<file path="src/rtl/lrgr_pkg.sv">
// lrgr_pkg: shared types, constants and state encoding for the ground removal core.
// No dependencies.
`timescale 1ns / 1ps
package lrgr_pkg;

  localparam int COORD_BITS = 20;
  localparam int BIN_DEPTH  = 64;
  localparam int BIN_AW     = 6;
  localparam int DIST_BITS  = 20;
  localparam int HITS_BITS  = 16;
  localparam int CNT_BITS   = 7;
  localparam int CFG_BITS   = 19;
  localparam int SQ_BITS    = 2 * COORD_BITS + 2;
  localparam int ROOT_STEPS = SQ_BITS / 2;

  localparam logic [1:0] REG_LATERAL = 2'd0;
  localparam logic [1:0] REG_TOL     = 2'd1;
  localparam logic [1:0] REG_SLOW    = 2'd2;
  localparam logic [1:0] REG_SHIGH   = 2'd3;

  typedef struct packed {
    logic                          func;
    logic signed [COORD_BITS-1:0]  x_pos;
    logic signed [COORD_BITS-1:0]  y_pos;
    logic signed [COORD_BITS-1:0]  z_pos;
    logic                          last_point;
  } in_beat_t;

  typedef struct packed {
    logic                          is_obstacle;
    logic signed [COORD_BITS-1:0]  out_x;
    logic signed [COORD_BITS-1:0]  out_y;
    logic signed [COORD_BITS-1:0]  out_z;
    logic [DIST_BITS-1:0]          peak_distance;
    logic [HITS_BITS-1:0]          peak_count;
    logic [CNT_BITS-1:0]           bins_used;
  } out_beat_t;

  typedef enum logic [3:0] {
    ST_IDLE, ST_ROOT, ST_CHECK, ST_SCAN_RD, ST_SCAN_EV, ST_DIV, ST_WR,
    ST_OPEN, ST_PEAK_RD, ST_PEAK_EV, ST_DONE
  } state_t;

  typedef struct packed {
    logic load;
    logic root_step;
    logic check;
    logic scan_rd;
    logic scan_ev;
    logic div_start;
    logic div_step;
    logic bin_wr;
    logic bin_open;
    logic peak_init;
    logic peak_rd;
    logic peak_ev;
    logic finish;
  } cmd_t;

  typedef struct packed {
    logic root_done;
    logic func;
    logic last;
    logic eligible;
    logic scan_end;
    logic match;
    logic div_done;
    logic any_hit;
    logic peak_end;
  } status_t;

endpackage

</file>
<file path="src/rtl/lrgr_ctrl.sv">
// lrgr_ctrl: sequencer for one point: root, eligibility, bin walk, peak search.
// Depends on lrgr_pkg.
`timescale 1ns / 1ps
module lrgr_ctrl (
  input  logic              clk,
  input  logic              rst_n,
  input  logic              start,
  output logic              busy,
  input  lrgr_pkg::status_t sts,
  output lrgr_pkg::cmd_t    cmd
);

  lrgr_pkg::state_t state_r, state_nxt;

  always_ff @(posedge clk) begin
    if (!rst_n) begin
      state_r <= lrgr_pkg::ST_IDLE;
    end else begin
      state_r <= state_nxt;
    end
  end

  always_comb begin
    state_nxt = state_r;
    case (state_r)
      lrgr_pkg::ST_IDLE:    if (start) state_nxt = lrgr_pkg::ST_ROOT;
      lrgr_pkg::ST_ROOT:    if (sts.root_done) state_nxt = lrgr_pkg::ST_CHECK;
      lrgr_pkg::ST_CHECK: begin
        if (sts.func || !sts.eligible) begin
          state_nxt = (!sts.func && sts.last) ? lrgr_pkg::ST_PEAK_RD : lrgr_pkg::ST_DONE;
        end else begin
          state_nxt = lrgr_pkg::ST_SCAN_RD;
        end
      end
      lrgr_pkg::ST_SCAN_RD: begin
        if (sts.scan_end) begin
          state_nxt = lrgr_pkg::ST_OPEN;
        end else begin
          state_nxt = lrgr_pkg::ST_SCAN_EV;
        end
      end
      lrgr_pkg::ST_SCAN_EV: state_nxt = sts.match ? lrgr_pkg::ST_DIV : lrgr_pkg::ST_SCAN_RD;
      lrgr_pkg::ST_DIV:     if (sts.div_done) state_nxt = lrgr_pkg::ST_WR;
      lrgr_pkg::ST_WR:      state_nxt = lrgr_pkg::ST_SCAN_RD;
      lrgr_pkg::ST_OPEN:    state_nxt = sts.last ? lrgr_pkg::ST_PEAK_RD : lrgr_pkg::ST_DONE;
      lrgr_pkg::ST_PEAK_RD: state_nxt = sts.peak_end ? lrgr_pkg::ST_DONE : lrgr_pkg::ST_PEAK_EV;
      lrgr_pkg::ST_PEAK_EV: state_nxt = lrgr_pkg::ST_PEAK_RD;
      lrgr_pkg::ST_DONE:    state_nxt = lrgr_pkg::ST_IDLE;
      default:              state_nxt = lrgr_pkg::ST_IDLE;
    endcase
  end

  always_comb begin
    cmd  = '0;
    busy = (state_r != lrgr_pkg::ST_IDLE);
    case (state_r)
      lrgr_pkg::ST_IDLE:    cmd.load = start;
      lrgr_pkg::ST_ROOT:    cmd.root_step = 1'b1;
      lrgr_pkg::ST_CHECK: begin
        cmd.check     = 1'b1;
        cmd.peak_init = !sts.func && sts.last && (sts.func || !sts.eligible);
      end
      lrgr_pkg::ST_SCAN_RD: cmd.scan_rd = 1'b1;
      lrgr_pkg::ST_SCAN_EV: begin
        cmd.scan_ev   = 1'b1;
        cmd.div_start = sts.match;
      end
      lrgr_pkg::ST_DIV:     cmd.div_step = 1'b1;
      lrgr_pkg::ST_WR:      cmd.bin_wr = 1'b1;
      lrgr_pkg::ST_OPEN: begin
        cmd.bin_open  = !sts.any_hit;
        cmd.peak_init = sts.last;
      end
      lrgr_pkg::ST_PEAK_RD: cmd.peak_rd = 1'b1;
      lrgr_pkg::ST_PEAK_EV: cmd.peak_ev = 1'b1;
      lrgr_pkg::ST_DONE:    cmd.finish = 1'b1;
      default:              cmd = '0;
    endcase
  end

endmodule

</file>
<file path="config.mk">
export PLATFORM = sky130hd
export DESIGN_NAME = lrgr_ctrl
export DESIGN_NICKNAME = d
export VERILOG_FILES = /design/src/rtl/lrgr_pkg.sv /design/src/rtl/lrgr_ctrl.sv
export SDC_FILE = /design/constraint.sdc
export NUM_CORES = 1
export LEC_CHECK = 0
export BUFFER_PORTS_ARGS = -buffer_cell sky130_fd_sc_hd__buf_2
export CAP_MARGIN = 20
export CORE_MARGIN = 4
export CORE_UTILIZATION = 39
export DETAILED_ROUTE_END_ITERATION = 7
export GPL_ROUTABILITY_DRIVEN = 0
export GPL_TIMING_DRIVEN = 0
export PLACE_DENSITY = 0.73
export RECOVER_POWER = 25
export SLEW_MARGIN = 0
export SYNTH_ARGS = -nofsm -noshare
export SYNTH_HDL_FRONTEND = slang
export SYNTH_SLANG_ARGS = --single-unit
</file>
<file path="constraint.sdc">
create_clock -name clk -period 1.25 [get_ports clk]
set_input_delay 0.375 -clock clk [delete_from_list [all_inputs] [get_ports clk]]
set_output_delay 0.375 -clock clk [all_outputs]
set_load 0.02 [all_outputs]
</file>
==> results_dict.tcl, run 1 <==
set metrics [dict create \
    error "[ERROR DPL-0038] Utilization greater than 100%, impossible to legalize" \
    dp.cells 103 \
    die_x_um 44.1 \
    synth_nets 76 \
    synth_compound_area_share_pct 27.0 \
    htree_num_levels 1 \
    cts_made_buffers 3 \
    ys_seq_area_share_pct 15.7 \
    dieHeight_um 44.1 \
    yosysWarnings 0 \
    synth_xor_area_share_pct 1.72 \
    endpoint_type "top-level output" \
    port_buffers 25 \
    initial_utilization_pct 43.5 \
    cts_sinks 4 \
    ys_ff_latch 4 \
    rows 12 \
    synthCells 64 \
    placed_area_um2 711 \
    failed_stage "global routing (5_1_grt)" \
    avgSynthCellArea_um2 7.96 \
    ys.flop_type "dfxtp_1" \
    synth_top_family_by_area "simple AND/OR/NAND/NOR gates" \
    async_flop_share_pct 0 \
    dp_hpwl_um 1060 \
    yosys-mux-area-fraction_pct 0 \
    cts-root-buf "clkbuf_4" \
    synthSimpleGateAreaFrac_pct 40.0 \
    synth.area.top_cells "dfxtp_1 (16%), nand2_1 (5.9%), a2111oi_4 (5.4%)" \
    postGrtWorstEndpoint "cmd[3]" \
    pre_cts_ws_ns -0.303 \
    synth_top_area_cell "dfxtp_1" \
    grt_max_degree 7 \
    status "aborted with a tool error" \
    synthAdderAreaFrac_pct 0 \
    syn_area_um2 509 \
    synth_cell_types 33 \
    synth-edff-count 0 \
    clockBufferDepth 2 \
    yosys.area.top_type_share_pct 15.7 \
    io_pins 26 \
]
==> kinds of logic after synthesis <==
logic type                count (synthesis)
AOI/OAI and AO/OA                        16
xor gates and xnor gates                  1
buffers and inverters                     9
DFF                                       4
and+or+nand+nor                          34
==> synth_stat cells, types with 2 or more instances <==
cell type and number:
and3_1 3, o21ai_0 5, inv_1 3, nand2_1 8, o21ai_1 2, nor2_1 7, dfxtp_1 4, nand2b_4 2
nor3_1 4, a21oi_1 2, buf_6 2
==> stage by stage <==
| stage | setup TNS (ns) | util (%) |
|---|---|---|
| after floorplan | -1.19 | - |
| after global placement | -1.81 | 60.7 |
| after CTS | -4.79 | 93.5 |
| after detailed placement | -1.93 | 60.7 |
==> what timing repair did <==
item,in CTS
gates resized for setup,49
endpoints found under the setup margin,16
hold buffers,0
buffers inserted,25
pin swaps,20
==> run 2: changes to the inputs <==
Settings changed: CORE_AREA from default to 4 4 65 67, CORE_MARGIN 4 to default, CORE_UTILIZATION 39 to default, DIE_AREA from default to 0 0 69 71, PLACE_DENSITY 0.73 to default, PLACE_DENSITY_LB_ADDON from default to 0.15.
Clock period 1.25 ns to 1.6 ns, I/O delays scaled along.
==> run 2 against run 1 <==
  * The flow now finishes, with violations (negative setup slack)
  * Synthesized cell count unchanged
  * Area after synthesis unchanged
==> results_dict.tcl, run 2 <==
set metrics [dict create \
    setup-tns-final_ns -0.953 \
    cp.arrival_ns 1.27 \
    avgSynthCellArea_um2 7.96 \
    grt_max_degree 11 \
    ir_worst_vdd_uv 303 \
    cp-startpoint "state_r[2]" \
    power_density_nw_per_um2 1370 \
    period_share_pct 109 \
    setup_viol 14 \
    final_cell_mix "buf_4 (17), buf_6 (14), buf_2 (13)" \
    pwr-share-comb_pct 74.2 \
    slew_violations 0 \
    first_iter_violations 17 \
    violations "negative setup slack" \
    final_common_cell "buf_4" \
    holdWs_ns 0.520 \
    worst_slack_ns -0.148 \
    antenna_cells 0 \
    gr-total-overflow 0 \
    tightestPinTransition_ns 0.327 \
    syn2layout_area_growth_pct 119 \
    drt_wl_total_um 1880 \
    rows 22 \
    cts_tree "built" \
    startpoint_type "flip-flop" \
    io_pins 26 \
    top_register "state_r" \
    synth-edff-count 0 \
    fin_nets 126 \
    yosysWarnings 0 \
    fin_skew_ns 0.00256 \
    min_to "state_r[0]" \
    clk_latency_ns 0.22 \
    hold_depth 3 \
    period_minus_slack_ns 1.75 \
    die_x_um 69 \
    synth_commonest_cells "nand2_1 (8), nor2_1 (7), o21ai_0 (5), dfxtp_1 (4), nor3_1 (4)" \
    port_buffers 25 \
    coreArea_um2 3630 \
    cp_max_fo 6 \
    layout-drive-gt1-share_pct 75.0 \
    status "complete, but fails checks" \
    vias 640 \
    ys_ff_latch 4 \
    yosysMostFrequentCell "nand2_1" \
    drcViolationCount 0 \
    grt_pass1_wl_um 3060 \
    sw_frac_of_total_pct 42.3 \
    n_fill_cell 402 \
    routedWlPerCell_um 11.8 \
    top_regs "state_r x4" \
    timing.rr.end "state_r[1]" \
    seqPwrFrac_pct 12.1 \
    p_leak_nw 0.468 \
    synth_top_area_cell "dfxtp_1" \
    htree_num_levels 1 \
    worstSetupPathType "reg2out" \
    hold_viol 0 \
    async_flop_share_pct 0 \
    relSlewSlack_pct 78.2 \
    synth_nets 76 \
    yosys.area.top_type_share_pct 15.7 \
    largest_reg_flops 4 \
    pre_cts_ws_ns -0.135 \
    max-cap-violations 0 \
    critPathCaptureType "primary output" \
    ys_seq_area_share_pct 15.7 \
    final_antenna_net_count 0 \
    initial_utilization_pct 14.0 \
    cts_sinks 4 \
    dieHeight_um 71 \
    grt_pass1_vias 660 \
    cts-root-buf "clkbuf_8" \
    post-route-util_pct 30.6 \
    drtPass1Iterations 2 \
    synthCells 64 \
    reg2reg_slack_ns -0.06 \
    switchingPower_uw 643 \
    holdCritPathClass "in2reg" \
    pwr-share-clk_pct 13.8 \
    timing.rr.start "state_r[0]" \
    crit_required_ns 1.12 \
    synth_cell_types 33 \
    antenna_found_initial 0 \
    path_clk_slew_ns 0.03 \
    dp_hpwl_um 1310 \
    synth.area.top_cells "dfxtp_1 (16%), nand2_1 (5.9%), a2111oi_4 (5.4%)" \
    intPower_uw 878 \
    rsz0062_at_grt "true" \
    ys.flop_type "dfxtp_1" \
    viasPerCell 4.00 \
    max_freq_mhz 572 \
    syn_area_um2 509 \
    cts_made_buffers 3 \
    grt_use_total_pct 7.68 \
    hold_start "rst_n" \
    clockBufferDepth 2 \
    die_area_um2 4900 \
    rr_worst_depth 11 \
]
==> run 2: cell counts after synthesis <==
No cell type changed its count.
==> run 2: metrics by stage <==
| stage | power (mW) | cells | instance area [um^2] |
|---|---|---|---|
| after floorplan | 0.696 | 64 | 522 |
| after CTS | 1.38 | 152 | 957 |
| after global routing | 1.60 | 160 | 1110 |
| after detailed placement | 0.872 | 137 | 707 |
| after global placement | 0.882 | 137 | 707 |
| final | 1.52 | 160 | 1110 |
==> run 2: power by group through the flow <==
stage,clock network (mW),logic (mW),registers [mW]
after global placement,0,0.710,0.172
after CTS,0.214,0.988,0.179
after floorplan,0,0.538,0.158
after global routing,0.218,1.20,0.186
final,0.209,1.13,0.183
after detailed placement,0,0.701,0.171
==> run 2: timing repair <==
action                     in CTS  in global routing
pin swaps                       4                  7
cloned                          1                  0
resized for setup              32                 30
setup endpoints to repair      13                 14
setup buffers                  11                  8
hold buffers                    0                  0
==> run 2: final cells by class <==
type                    instances  area, um^2  area share [%]
well taps                      48        60.1            5.39
plain buffers                   5        76.3            6.85
clock buffers                   3        41.3            3.71
repair buffers                 45         375            33.7
multi-input cells              51         454            40.8
flip-flops and latches          4        86.3            7.75
inverters                       4        20.0            1.80
==> run 2: cells by family after synthesis <==
group	synth area share [%]
XOR/XNOR	1.72
buffers and inverters	15.5
AO/OA/AOI/OAI	27.0
flip-flops	15.7
AND/OR/NAND/NOR	40.1
==> run 2: per-layer routing <==
layer | share of wire (%) | track usage (%)
met5 | 0 | 0
met3 | 4.9 | 2.84
met2 | 50 | 13.2
met4 | 1.6 | 3.69
met1 | 44 | 8.33
==> run 2: worst max-delay path by stage <==
| stage | endpoint | slack, ns | depth (start not counted) |
|---|---|---|---|
| after detailed placement | cmd[3] | -0.14 | 6 |
| after global routing | cmd[7] | -0.20 | 6 |
| after CTS | cmd[3] | -0.17 | 6 |
| after global placement | cmd[3] | -0.13 | 6 |
| final | cmd[7] | -0.15 | 6 |
| after floorplan | cmd[7] | -0.05 | 5 |
==> run 2: worst max-delay path: stages, from the launching register on <==
cell	delay, ns
dfxtp_2	0.31
buf_6	0.10
buf_12	0.12
nand2_8	0.05
nor3_4	0.19
and2_4	0.17
buf_6	0.11
No activity file was read; power rests on OpenSTA's default activity.
